[src/rtl/pva_pkg.sv]
// ----------------------------------------------------------------------------
// pva_pkg
// Shared types and constants of the polyphonic voice allocator / ADSR core.
// ----------------------------------------------------------------------------
package pva_pkg;

    // Voice table size default and report limit per tick
    localparam int DEF_VOICES = 8;
    localparam int MAX_REPORT = 8;

    // Field widths
    localparam int LVL_W   = 16;
    localparam int CNT_W   = 24;
    localparam int STAMP_W = 32;
    localparam int NOTE_W  = 7;
    localparam int QUO_W   = 16;
    localparam int NUM_W   = LVL_W + CNT_W;

    // Q1.15 full scale
    localparam logic [LVL_W-1:0] FULL_SCALE = 16'd32768;

    // Register reset values
    localparam logic [CNT_W-1:0] RST_ATTACK  = 24'd480;
    localparam logic [CNT_W-1:0] RST_DECAY   = 24'd4800;
    localparam logic [LVL_W-1:0] RST_SUSTAIN = 16'd22938;
    localparam logic [CNT_W-1:0] RST_RELEASE = 24'd9600;

    // Configuration register indexes
    typedef enum logic [1:0] {
        REG_ATTACK  = 2'd0,
        REG_DECAY   = 2'd1,
        REG_SUSTAIN = 2'd2,
        REG_RELEASE = 2'd3
    } reg_idx_t;

    // Operation codes
    typedef enum logic [1:0] {
        OP_NOTE_ON  = 2'd0,
        OP_NOTE_OFF = 2'd1,
        OP_TICK     = 2'd2
    } op_t;

    // Envelope phases
    typedef enum logic [2:0] {
        PH_IDLE    = 3'd0,
        PH_ATTACK  = 3'd1,
        PH_DECAY   = 3'd2,
        PH_SUSTAIN = 3'd3,
        PH_RELEASE = 3'd4
    } phase_t;

    // Sequencer states
    typedef enum logic [2:0] {
        ST_IDLE,
        ST_SCAN,
        ST_APPLY,
        ST_STEP,
        ST_MUL,
        ST_DIV_GO,
        ST_DIV,
        ST_EMIT
    } state_t;

endpackage

[src/rtl/pva_div.sv]
// ----------------------------------------------------------------------------
// pva_div
// Restoring divider, one quotient bit per cycle. The caller guarantees the
// quotient fits QUO_W bits (numerator < divisor * 2^QUO_W).
// ----------------------------------------------------------------------------
module pva_div
(
    input  logic                       clk,
    input  logic                       rst_n,
    input  logic                       start,
    input  logic [pva_pkg::NUM_W-1:0]  numer,
    input  logic [pva_pkg::CNT_W-1:0]  denom,
    output logic                       done,
    output logic [pva_pkg::QUO_W-1:0]  quot
);

    logic [pva_pkg::CNT_W:0]   rem_reg;
    logic [pva_pkg::QUO_W-1:0] lo_reg;
    logic [pva_pkg::QUO_W-1:0] quot_reg;
    logic [4:0]                cnt_reg;
    logic                      busy_reg;
    logic                      done_reg;
    logic [pva_pkg::CNT_W:0]   trial;
    logic                      fit;

    // shift in next numerator bit and try subtract
    assign trial = {rem_reg[pva_pkg::CNT_W-1:0], lo_reg[pva_pkg::QUO_W-1]};
    assign fit   = trial >= {1'b0, denom};

    always_ff @(posedge clk or negedge rst_n)
    begin
        if (!rst_n)
        begin
            busy_reg <= 1'b0;
            done_reg <= 1'b0;
            cnt_reg  <= '0;
        end
        else
        begin
            done_reg <= 1'b0;
            if (start)
            begin
                busy_reg <= 1'b1;
                cnt_reg  <= 5'(pva_pkg::QUO_W);
            end
            else if (busy_reg)
            begin
                cnt_reg <= cnt_reg - 5'd1;
                if (cnt_reg == 5'd1)
                begin
                    busy_reg <= 1'b0;
                    done_reg <= 1'b1;
                end
            end
        end
    end

    // datapath
    always_ff @(posedge clk)
    begin
        if (start)
        begin
            rem_reg  <= {1'b0, numer[pva_pkg::NUM_W-1:pva_pkg::QUO_W]};
            lo_reg   <= numer[pva_pkg::QUO_W-1:0];
            quot_reg <= '0;
        end
        else if (busy_reg)
        begin
            rem_reg  <= fit ? (trial - {1'b0, denom}) : trial;
            lo_reg   <= {lo_reg[pva_pkg::QUO_W-2:0], 1'b0};
            quot_reg <= {quot_reg[pva_pkg::QUO_W-2:0], fit};
        end
    end

    assign done = done_reg;
    assign quot = quot_reg;

endmodule

[src/rtl/polyphonic_voice_allocator_adsr_core.sv]
// ----------------------------------------------------------------------------
// polyphonic_voice_allocator_adsr_core
// Voice table with note-on/note-off allocation and linear ADSR envelopes.
// ----------------------------------------------------------------------------
// One word is taken at a time; in_stall stays high until its last result word
// has been loaded into the output register and, for a tick, every voice has
// been stepped. Note-on and note-off scan the table one voice per cycle, then
// update the chosen voice and report it. A tick steps every voice in turn; a
// voice inside a ramp goes through the shared multiplier and the bit-serial
// divider, and any output stall holds the tick back. A tick reports results
// for voices 0 to 7 only; a note word reports its chosen voice.
module polyphonic_voice_allocator_adsr_core
#(
    parameter int N_VOICES = pva_pkg::DEF_VOICES
)
(
    input  logic        clk,
    input  logic        rst_n,
    // configuration
    input  logic        cfg_wr_en,
    input  logic [1:0]  cfg_index,
    input  logic [23:0] cfg_data,
    // input channel
    input  logic        in_valid,
    output logic        in_stall,
    input  logic [1:0]  operation,
    input  logic [6:0]  note_number,
    input  logic [6:0]  note_velocity,
    // output channel
    output logic        out_valid,
    input  logic        out_stall,
    output logic [2:0]  voice_index,
    output logic        found,
    output logic [2:0]  env_phase,
    output logic [15:0] env_level,
    output logic [6:0]  voice_note,
    output logic [6:0]  voice_velocity,
    output logic        last
);

    localparam int VW   = (N_VOICES > 1) ? $clog2(N_VOICES) : 1;
    localparam int NREP = (N_VOICES < pva_pkg::MAX_REPORT) ? N_VOICES
                                                           : pva_pkg::MAX_REPORT;
    localparam logic [VW:0] LAST_V = (VW+1)'(N_VOICES - 1);
    localparam logic [VW:0] LAST_R = (VW+1)'(NREP - 1);

    // configuration registers
    logic [23:0] attack_reg, decay_reg, release_reg;
    logic [15:0] sustain_reg;
    logic [15:0] sus_sat;

    // voice table
    pva_pkg::phase_t phase_reg [N_VOICES];
    logic [15:0]     level_reg [N_VOICES];
    logic [23:0]     count_reg [N_VOICES];
    logic [15:0]     start_reg [N_VOICES];
    logic [6:0]      key_reg   [N_VOICES];
    logic [6:0]      vel_reg   [N_VOICES];
    logic [31:0]     stamp_reg [N_VOICES];
    logic [31:0]     next_stamp_reg;

    // sequencer
    pva_pkg::state_t state_reg, state_next;
    logic [VW:0]     idx_reg;
    logic [VW-1:0]   vi;
    logic [1:0]      op_reg;
    logic [6:0]      note_reg, nvel_reg;

    // search candidates
    logic            ca_ok_reg, cb_ok_reg, cc_ok_reg;
    logic [VW-1:0]   ca_sel_reg, cb_sel_reg, cc_sel_reg;
    logic [31:0]     cb_val_reg, cc_val_reg;

    // report selection
    logic [VW-1:0]   rpt_sel_reg;
    logic            rpt_found_reg, rpt_zero_reg, rpt_last_reg;

    // arithmetic
    logic [15:0]     mul_a_reg;
    logic [23:0]     div_d_reg;
    logic [39:0]     prod_reg;
    logic            div_start, div_done;
    logic [15:0]     div_q;

    // step decision for the current voice
    logic            step_end;
    logic            is_held, is_key;
    logic            scan_last, out_free;
    logic            after_step_emit;

    // output register
    logic            out_valid_reg;
    logic [2:0]      oidx_reg, ophase_reg;
    logic            ofound_reg, olast_reg;
    logic [15:0]     olevel_reg;
    logic [6:0]      onote_reg, ovel_reg;
    logic [VW+2:0]   rpt_wide;

    assign vi        = idx_reg[VW-1:0];
    assign sus_sat   = (sustain_reg > pva_pkg::FULL_SCALE) ? pva_pkg::FULL_SCALE
                                                           : sustain_reg;
    assign scan_last = (idx_reg == LAST_V);
    assign out_free  = !out_valid_reg || !out_stall;
    assign after_step_emit = (idx_reg <= LAST_R);
    assign is_key    = (key_reg[vi] == note_reg);
    assign is_held   = is_key && (phase_reg[vi] != pva_pkg::PH_IDLE)
                       && (phase_reg[vi] != pva_pkg::PH_RELEASE);
    assign in_stall  = (state_reg != pva_pkg::ST_IDLE);
    assign div_start = (state_reg == pva_pkg::ST_DIV_GO);

    // does the current segment end on this tick
    always_comb
    begin
        case (phase_reg[vi])
            pva_pkg::PH_ATTACK:  step_end = (attack_reg == '0) ||
                                            (count_reg[vi] >= attack_reg);
            pva_pkg::PH_DECAY:   step_end = (decay_reg == '0) ||
                                            (count_reg[vi] >= decay_reg);
            pva_pkg::PH_RELEASE: step_end = (release_reg == '0) ||
                                            (count_reg[vi] >= release_reg);
            default:             step_end = 1'b1;
        endcase
    end

    // shared divider
    pva_div u_div
    (
        .clk   (clk),
        .rst_n (rst_n),
        .start (div_start),
        .numer (prod_reg),
        .denom (div_d_reg),
        .done  (div_done),
        .quot  (div_q)
    );

    // next state
    always_comb
    begin
        state_next = state_reg;
        case (state_reg)
            pva_pkg::ST_IDLE:
            begin
                if (in_valid)
                begin
                    case (operation)
                        pva_pkg::OP_NOTE_ON,
                        pva_pkg::OP_NOTE_OFF: state_next = pva_pkg::ST_SCAN;
                        pva_pkg::OP_TICK:     state_next = pva_pkg::ST_STEP;
                        default:              state_next = pva_pkg::ST_IDLE;
                    endcase
                end
            end
            pva_pkg::ST_SCAN:
            begin
                if (scan_last)
                    state_next = pva_pkg::ST_APPLY;
            end
            pva_pkg::ST_APPLY:  state_next = pva_pkg::ST_EMIT;
            pva_pkg::ST_STEP:
            begin
                if (!step_end)
                    state_next = pva_pkg::ST_MUL;
                else if (after_step_emit)
                    state_next = pva_pkg::ST_EMIT;
                else if (scan_last)
                    state_next = pva_pkg::ST_IDLE;
            end
            pva_pkg::ST_MUL:    state_next = pva_pkg::ST_DIV_GO;
            pva_pkg::ST_DIV_GO: state_next = pva_pkg::ST_DIV;
            pva_pkg::ST_DIV:
            begin
                if (div_done)
                begin
                    if (after_step_emit)
                        state_next = pva_pkg::ST_EMIT;
                    else if (scan_last)
                        state_next = pva_pkg::ST_IDLE;
                    else
                        state_next = pva_pkg::ST_STEP;
                end
            end
            pva_pkg::ST_EMIT:
            begin
                if (out_free)
                begin
                    if (op_reg == pva_pkg::OP_TICK && !scan_last)
                        state_next = pva_pkg::ST_STEP;
                    else
                        state_next = pva_pkg::ST_IDLE;
                end
            end
            default: state_next = pva_pkg::ST_IDLE;
        endcase
    end

    always_ff @(posedge clk or negedge rst_n)
    begin
        if (!rst_n)
            state_reg <= pva_pkg::ST_IDLE;
        else
            state_reg <= state_next;
    end

    // configuration writes
    always_ff @(posedge clk or negedge rst_n)
    begin
        if (!rst_n)
        begin
            attack_reg  <= pva_pkg::RST_ATTACK;
            decay_reg   <= pva_pkg::RST_DECAY;
            sustain_reg <= pva_pkg::RST_SUSTAIN;
            release_reg <= pva_pkg::RST_RELEASE;
        end
        else if (cfg_wr_en)
        begin
            case (cfg_index)
                pva_pkg::REG_ATTACK:  attack_reg  <= cfg_data;
                pva_pkg::REG_DECAY:   decay_reg   <= cfg_data;
                pva_pkg::REG_SUSTAIN: sustain_reg <= cfg_data[15:0];
                pva_pkg::REG_RELEASE: release_reg <= cfg_data;
                default: ;
            endcase
        end
    end

    // sequencer datapath and voice table
    always_ff @(posedge clk or negedge rst_n)
    begin
        if (!rst_n)
        begin
            for (int i = 0; i < N_VOICES; i++)
            begin
                phase_reg[i] <= pva_pkg::PH_IDLE;
                level_reg[i] <= '0;
                count_reg[i] <= '0;
                start_reg[i] <= '0;
                key_reg[i]   <= '0;
                vel_reg[i]   <= '0;
                stamp_reg[i] <= '0;
            end
            next_stamp_reg <= '0;
            idx_reg        <= '0;
            op_reg         <= '0;
            note_reg       <= '0;
            nvel_reg       <= '0;
            ca_ok_reg      <= 1'b0;
            cb_ok_reg      <= 1'b0;
            cc_ok_reg      <= 1'b0;
            ca_sel_reg     <= '0;
            cb_sel_reg     <= '0;
            cc_sel_reg     <= '0;
            cb_val_reg     <= '0;
            cc_val_reg     <= '0;
            rpt_sel_reg    <= '0;
            rpt_found_reg  <= 1'b0;
            rpt_zero_reg   <= 1'b0;
            rpt_last_reg   <= 1'b0;
            mul_a_reg      <= '0;
            div_d_reg      <= '0;
            prod_reg       <= '0;
        end
        else
        begin
            case (state_reg)
                // capture the word
                pva_pkg::ST_IDLE:
                begin
                    if (in_valid)
                    begin
                        op_reg    <= operation;
                        note_reg  <= note_number;
                        nvel_reg  <= note_velocity;
                        idx_reg   <= '0;
                        ca_ok_reg <= 1'b0;
                        cb_ok_reg <= 1'b0;
                        cc_ok_reg <= 1'b0;
                    end
                end

                // one voice per cycle search
                pva_pkg::ST_SCAN:
                begin
                    if (op_reg == pva_pkg::OP_NOTE_ON)
                    begin
                        // first idle voice
                        if (!ca_ok_reg && phase_reg[vi] == pva_pkg::PH_IDLE)
                        begin
                            ca_ok_reg  <= 1'b1;
                            ca_sel_reg <= vi;
                        end
                        // lowest releasing level
                        if (phase_reg[vi] == pva_pkg::PH_RELEASE &&
                            (!cb_ok_reg || {16'd0, level_reg[vi]} < cb_val_reg))
                        begin
                            cb_ok_reg  <= 1'b1;
                            cb_sel_reg <= vi;
                            cb_val_reg <= {16'd0, level_reg[vi]};
                        end
                        // oldest stamp
                        if (!cc_ok_reg || stamp_reg[vi] < cc_val_reg)
                        begin
                            cc_ok_reg  <= 1'b1;
                            cc_sel_reg <= vi;
                            cc_val_reg <= stamp_reg[vi];
                        end
                    end
                    else
                    begin
                        // oldest held voice with the key
                        if (is_held && (!cb_ok_reg || stamp_reg[vi] < cb_val_reg))
                        begin
                            cb_ok_reg  <= 1'b1;
                            cb_sel_reg <= vi;
                            cb_val_reg <= stamp_reg[vi];
                        end
                        // first sounding voice with the key
                        if (!ca_ok_reg && is_key && phase_reg[vi] != pva_pkg::PH_IDLE)
                        begin
                            ca_ok_reg  <= 1'b1;
                            ca_sel_reg <= vi;
                        end
                    end
                    if (!scan_last)
                        idx_reg <= idx_reg + 1'b1;
                end

                // update the chosen voice
                pva_pkg::ST_APPLY:
                begin
                    rpt_last_reg <= 1'b1;
                    if (op_reg == pva_pkg::OP_NOTE_ON)
                    begin
                        logic [VW-1:0] s;
                        s = ca_ok_reg ? ca_sel_reg : (cb_ok_reg ? cb_sel_reg : cc_sel_reg);
                        key_reg[s]     <= note_reg;
                        vel_reg[s]     <= nvel_reg;
                        stamp_reg[s]   <= next_stamp_reg;
                        next_stamp_reg <= next_stamp_reg + 32'd1;
                        phase_reg[s]   <= pva_pkg::PH_ATTACK;
                        level_reg[s]   <= '0;
                        count_reg[s]   <= '0;
                        start_reg[s]   <= '0;
                        rpt_sel_reg    <= s;
                        rpt_found_reg  <= 1'b1;
                        rpt_zero_reg   <= 1'b0;
                    end
                    else
                    begin
                        logic [VW-1:0] s;
                        s = cb_ok_reg ? cb_sel_reg : ca_sel_reg;
                        rpt_sel_reg   <= s;
                        rpt_found_reg <= cb_ok_reg || ca_ok_reg;
                        rpt_zero_reg  <= !(cb_ok_reg || ca_ok_reg);
                        if (cb_ok_reg || ca_ok_reg)
                        begin
                            phase_reg[s] <= pva_pkg::PH_RELEASE;
                            count_reg[s] <= '0;
                            start_reg[s] <= level_reg[s];
                        end
                    end
                end

                // envelope step: finish a segment or set up the ramp
                pva_pkg::ST_STEP:
                begin
                    rpt_sel_reg   <= vi;
                    rpt_found_reg <= 1'b0;
                    rpt_zero_reg  <= 1'b0;
                    rpt_last_reg  <= (idx_reg == LAST_R);
                    case (phase_reg[vi])
                        pva_pkg::PH_ATTACK:
                        begin
                            mul_a_reg <= pva_pkg::FULL_SCALE;
                            div_d_reg <= attack_reg;
                            if (step_end)
                            begin
                                level_reg[vi] <= pva_pkg::FULL_SCALE;
                                phase_reg[vi] <= pva_pkg::PH_DECAY;
                                count_reg[vi] <= '0;
                            end
                        end
                        pva_pkg::PH_DECAY:
                        begin
                            mul_a_reg <= pva_pkg::FULL_SCALE - sus_sat;
                            div_d_reg <= decay_reg;
                            if (step_end)
                            begin
                                level_reg[vi] <= sus_sat;
                                phase_reg[vi] <= pva_pkg::PH_SUSTAIN;
                            end
                        end
                        pva_pkg::PH_SUSTAIN:
                            level_reg[vi] <= sus_sat;
                        pva_pkg::PH_RELEASE:
                        begin
                            mul_a_reg <= start_reg[vi];
                            div_d_reg <= release_reg;
                            if (step_end)
                            begin
                                level_reg[vi] <= '0;
                                phase_reg[vi] <= pva_pkg::PH_IDLE;
                            end
                        end
                        default:
                        begin
                            phase_reg[vi] <= pva_pkg::PH_IDLE;
                            level_reg[vi] <= '0;
                        end
                    endcase
                    if (step_end && !after_step_emit && !scan_last)
                        idx_reg <= idx_reg + 1'b1;
                end

                // product for the ramp
                pva_pkg::ST_MUL:
                    prod_reg <= 40'(mul_a_reg) * 40'(count_reg[vi]);

                pva_pkg::ST_DIV_GO: ;

                // write back the interpolated level
                pva_pkg::ST_DIV:
                begin
                    if (div_done)
                    begin
                        case (phase_reg[vi])
                            pva_pkg::PH_ATTACK:  level_reg[vi] <= div_q;
                            pva_pkg::PH_DECAY:   level_reg[vi] <= pva_pkg::FULL_SCALE - div_q;
                            default:             level_reg[vi] <= start_reg[vi] - div_q;
                        endcase
                        count_reg[vi] <= count_reg[vi] + 24'd1;
                        if (!after_step_emit && !scan_last)
                            idx_reg <= idx_reg + 1'b1;
                    end
                end

                // hand off to the output register
                pva_pkg::ST_EMIT:
                begin
                    if (out_free && op_reg == pva_pkg::OP_TICK && !scan_last)
                        idx_reg <= idx_reg + 1'b1;
                end

                default: ;
            endcase
        end
    end

    // output register
    assign rpt_wide = {3'd0, rpt_sel_reg};

    always_ff @(posedge clk or negedge rst_n)
    begin
        if (!rst_n)
            out_valid_reg <= 1'b0;
        else if (state_reg == pva_pkg::ST_EMIT && out_free)
            out_valid_reg <= 1'b1;
        else if (!out_stall)
            out_valid_reg <= 1'b0;
    end

    always_ff @(posedge clk)
    begin
        if (state_reg == pva_pkg::ST_EMIT && out_free)
        begin
            ofound_reg <= rpt_found_reg;
            olast_reg  <= rpt_last_reg;
            if (rpt_zero_reg)
            begin
                oidx_reg   <= '0;
                ophase_reg <= pva_pkg::PH_IDLE;
                olevel_reg <= '0;
                onote_reg  <= '0;
                ovel_reg   <= '0;
            end
            else
            begin
                oidx_reg   <= rpt_wide[2:0];
                ophase_reg <= phase_reg[rpt_sel_reg];
                olevel_reg <= level_reg[rpt_sel_reg];
                if (phase_reg[rpt_sel_reg] == pva_pkg::PH_IDLE)
                begin
                    onote_reg <= '0;
                    ovel_reg  <= '0;
                end
                else
                begin
                    onote_reg <= key_reg[rpt_sel_reg];
                    ovel_reg  <= vel_reg[rpt_sel_reg];
                end
            end
        end
    end

    assign out_valid      = out_valid_reg;
    assign voice_index    = oidx_reg;
    assign found          = ofound_reg;
    assign env_phase      = ophase_reg;
    assign env_level      = olevel_reg;
    assign voice_note     = onote_reg;
    assign voice_velocity = ovel_reg;
    assign last           = olast_reg;

endmodule
[config.mk]
export PLATFORM = sky130hd
export DESIGN_NAME = polyphonic_voice_allocator_adsr_core
export DESIGN_NICKNAME = d
export VERILOG_FILES = /design/src/rtl/pva_pkg.sv /design/src/rtl/pva_div.sv /design/src/rtl/polyphonic_voice_allocator_adsr_core.sv
export SDC_FILE = /design/constraint.sdc
export NUM_CORES = 2
export LEC_CHECK = 0
export ABC_AREA = 1
export ABC_CLOCK_PERIOD_IN_PS = 16900
export BUFFER_PORTS_ARGS = -buffer_cell sky130_fd_sc_hd__buf_2
export CORE_ASPECT_RATIO = 0.75
export CORE_MARGIN = 3
export CORE_UTILIZATION = 45
export DETAILED_ROUTE_END_ITERATION = 8
export GPL_TIMING_DRIVEN = 0
export PLACE_DENSITY = 0.57
export SETUP_SLACK_MARGIN = 0.4
export SLEW_MARGIN = 20
export SYNTH_ARGS = -nofsm -noshare
export SYNTH_HDL_FRONTEND = slang
export SYNTH_SLANG_ARGS = --single-unit
export TNS_END_PERCENT = 1
[constraint.sdc]
create_clock -name clk -period 16.9 [get_ports clk]
set_clock_uncertainty 0.05 [all_clocks]
set_input_delay 1.69 -clock clk [delete_from_list [all_inputs] [get_ports clk]]
set_output_delay 1.69 -clock clk [all_outputs]
set_load 0.01 [all_outputs]
==> flow_metrics.tcl <==
set metrics [dict create \
    status "complete, no violations" \
    final_cell_mix "nand2_1, o21ai_0, inv_1" \
    syn_area_per_cell_um2 7.74 \
    cts_sinks 1247 \
    synth_edf_count 78 \
    yosysUniqueCellTypes 78 \
    tightest_slew_ns 1.36 \
    powerDensity_nw_per_um2 176 \
    die_h_um 377 \
    grt_pass1_vias 80066 \
    fin_crit_ns 9.44 \
    maxCapViolations 0 \
    portBuffers 86 \
    power.leakage_nw 42.7 \
    syn_nets 11363 \
    gp_congestion 1.09 \
    cp_max_fo 12 \
    mostFrequentLayoutCell "nand2_1" \
    rsz0062_at_grt "false" \
    dp_hpwl_um 329000 \
    seq_area_frac_synth 0.381 \
    drt_wl_total_um 436000 \
    synthArstFlopShare 0.925 \
    worst_skew_pair.late_latency_ns 0.86 \
    initial_utilization 0.455 \
    reg2reg_setup_slack_ns 7.46 \
    slowest_delay_ns 0.69 \
    synthCells 10701 \
    drtPass1Iterations 6 \
    drive_gt1_frac 0.0720 \
    min_from "rpt_found_reg" \
    clk_path_buf_depth 3 \
    r2r-start "idx_reg[0]" \
    cp_top_family "adder cells" \
    postCtsResizedCells 0 \
    syn_area_um2 82800 \
    largest_reg_flops 256 \
    cts_setup_buffers 0 \
    hold_path_end "found" \
    row_count 135 \
    reg2reg_depth 32 \
    grt_max_degree 137 \
    cts-root-buf "clkbuf_16" \
    crit_type "flop to flop" \
    finish.instance_area_um2 92400 \
    route.vias.total 86841 \
    irDropWorstVdd_mv 0.133 \
    rr_endpoint "prod_reg[34]" \
    placed_cell_area_um2 87300 \
    hold_viol_final 0 \
    antenna_found_initial 63 \
    cts_buffers 137 \
    cts_hold_buf 0 \
    cts-htree-levels 4 \
    tritoncts "yes" \
    critical_path_required_ns 17.53 \
    area_growth_pct 11.7 \
    yosys_warnings 0 \
    worst_hold_path_type "flop to flop" \
    worstHoldPathCells 0 \
    clkTransAtPathRegs_ns 0.07 \
    grt_pass1_wl_um 608000 \
    grt_usage 0.452 \
    core_um2 182000 \
    path_buf_inv 11 \
    ys.flop_type "dfrtp_1" \
    dpl.cell_count 13220 \
    nets 11628 \
    die-area_um2 189000 \
    vias_per_cell 6.42 \
    gr-total-overflow 0 \
    ant_nets 0 \
    max_freq_mhz 106 \
    dieWidth_um 501 \
    fin_tns_setup_ns 0 \
    wl_per_cell_um 32.3 \
    fin_cells 13520 \
    synth.ff_latch_count 1247 \
    setup_viol 0 \
    fin_crit_sh 0.559 \
    ioPinCount 87 \
    startpoint_type "flop" \
    crit_arrival_ns 10.08 \
    final-max-slew-violation-count 0 \
    crit_slowest_cell "buf_2" \
    cp-end-kind "flop" \
    drc_errors 0 \
    drt_iter0_markers 14405 \
    slew-limit-headroom 0.0919 \
]
-- stage by stage --
stage | utilization | power [W] | hold slack [ns] | setup slack [ns]
CTS | 0.508 | 0.0157 | 0.407 | 7.65
floorplan | - | 0.00834 | 0.369 | 10.08
detailed placement | 0.480 | 0.0123 | 0.393 | 7.70
global route | 0.508 | 0.0166 | 0.417 | 7.20
global placement | 0.474 | 0.0122 | 0.387 | -12.19
finish | 0.509 | 0.0163 | 0.407 | 7.46
-- per-layer routing --
layer / up-vias / wire (um) / track usage
met3: 1203 / 67600 / 0.188
li1: 36149 / - / -
met2: 6620 / 163000 / 0.577
met5: - / 432 / 0.00410
met4: 41 / 24300 / 0.221
met1: 42828 / 181000 / 0.648
-- worst reg2reg max path: cells and delay by family, from the launching register on --
| family | cells | cell delay, ns |
|---|---|---|
| buf+inv | 11 | 2.65 |
| compound gates | 6 | 1.14 |
| fa+ha+maj | 7 | 3.40 |
| flops | 1 | 0.42 |
| simple gates | 8 | 1.66 |
-- logic make-up after synthesis --
logic type / after synthesis / synth area share
fa+ha+maj: 615 / 0.121
xor+xnor: 110 / 0.0120
compound gates: 2675 / 0.187
simple gates: 4237 / 0.212
flops: 1247 / 0.381
buf+inv: 1817 / 0.0868
-- report_power, final --
part | total [W] | switching, W | internal, W
clock | 0.00337 | 0.00147 | 0.00191
sequential | 0.00408 | 0.000484 | 0.00359
combinational | 0.00882 | 0.00689 | 0.00192
-- how the worst max path moves through the flow --
stage	cells after the start	from	slack, ns	to
CTS	31	idx_reg[0]	7.65	prod_reg[25]
floorplan	34	idx_reg[0]	10.08	prod_reg[33]
finish	32	idx_reg[0]	7.46	prod_reg[34]
global route	32	idx_reg[0]	7.20	prod_reg[34]
detailed placement	31	idx_reg[0]	7.70	prod_reg[25]
global placement	1	rst_n	-12.19	count_reg[11]
-- synthesized netlist by cell type, types with 16 or more instances --
library cell	instances	area share
edfxtp_1	78	0.028
fa_1	308	0.074
o21a_1	27	0.0024
clkinv_1	20	0.00091
o21ai_0	1336	0.081
a22o_1	42	0.0044
xor2_1	78	0.0083
nor3_1	43	0.0026
o211ai_1	201	0.018
inv_1	1146	0.052
nor4_1	22	0.0017
buf_6	18	0.0024
nor2_1	531	0.024
nand2_2	22	0.0017
a22oi_1	69	0.0063
dfstp_2	20	0.0063
nand2_1	2854	0.13
o2111ai_1	18	0.0019
xnor2_1	28	0.0030
clkbuf_1	402	0.018
inv_2	30	0.0014
dfxtp_1	16	0.0039
or2_2	29	0.0022
o21ai_1	80	0.0048
a21oi_1	433	0.026
o22ai_1	209	0.016
buf_4	23	0.0021
dfrtp_1	1133	0.34
a31oi_1	37	0.0028
nand4_1	90	0.0068
buf_1	66	0.0030
a211oi_1	16	0.0015
a221oi_1	111	0.012
nand3_1	576	0.035
buf_2	108	0.0065
ha_1	307	0.046
-- area by class of cell --
type | instances | area, um^2
tap | 2397 | 3000
buffer | 617 | 2790
inverter | 1200 | 4510
timing repair buffer | 126 | 1340
clock inverter | 64 | 1150
clock buffer | 186 | 3830
antenna | 46 | 115
multi-input combinational | 7637 | 44200
sequential | 1247 | 31500
fill | 17653 | 89300
No activity file was read; power rests on OpenSTA's default activity.
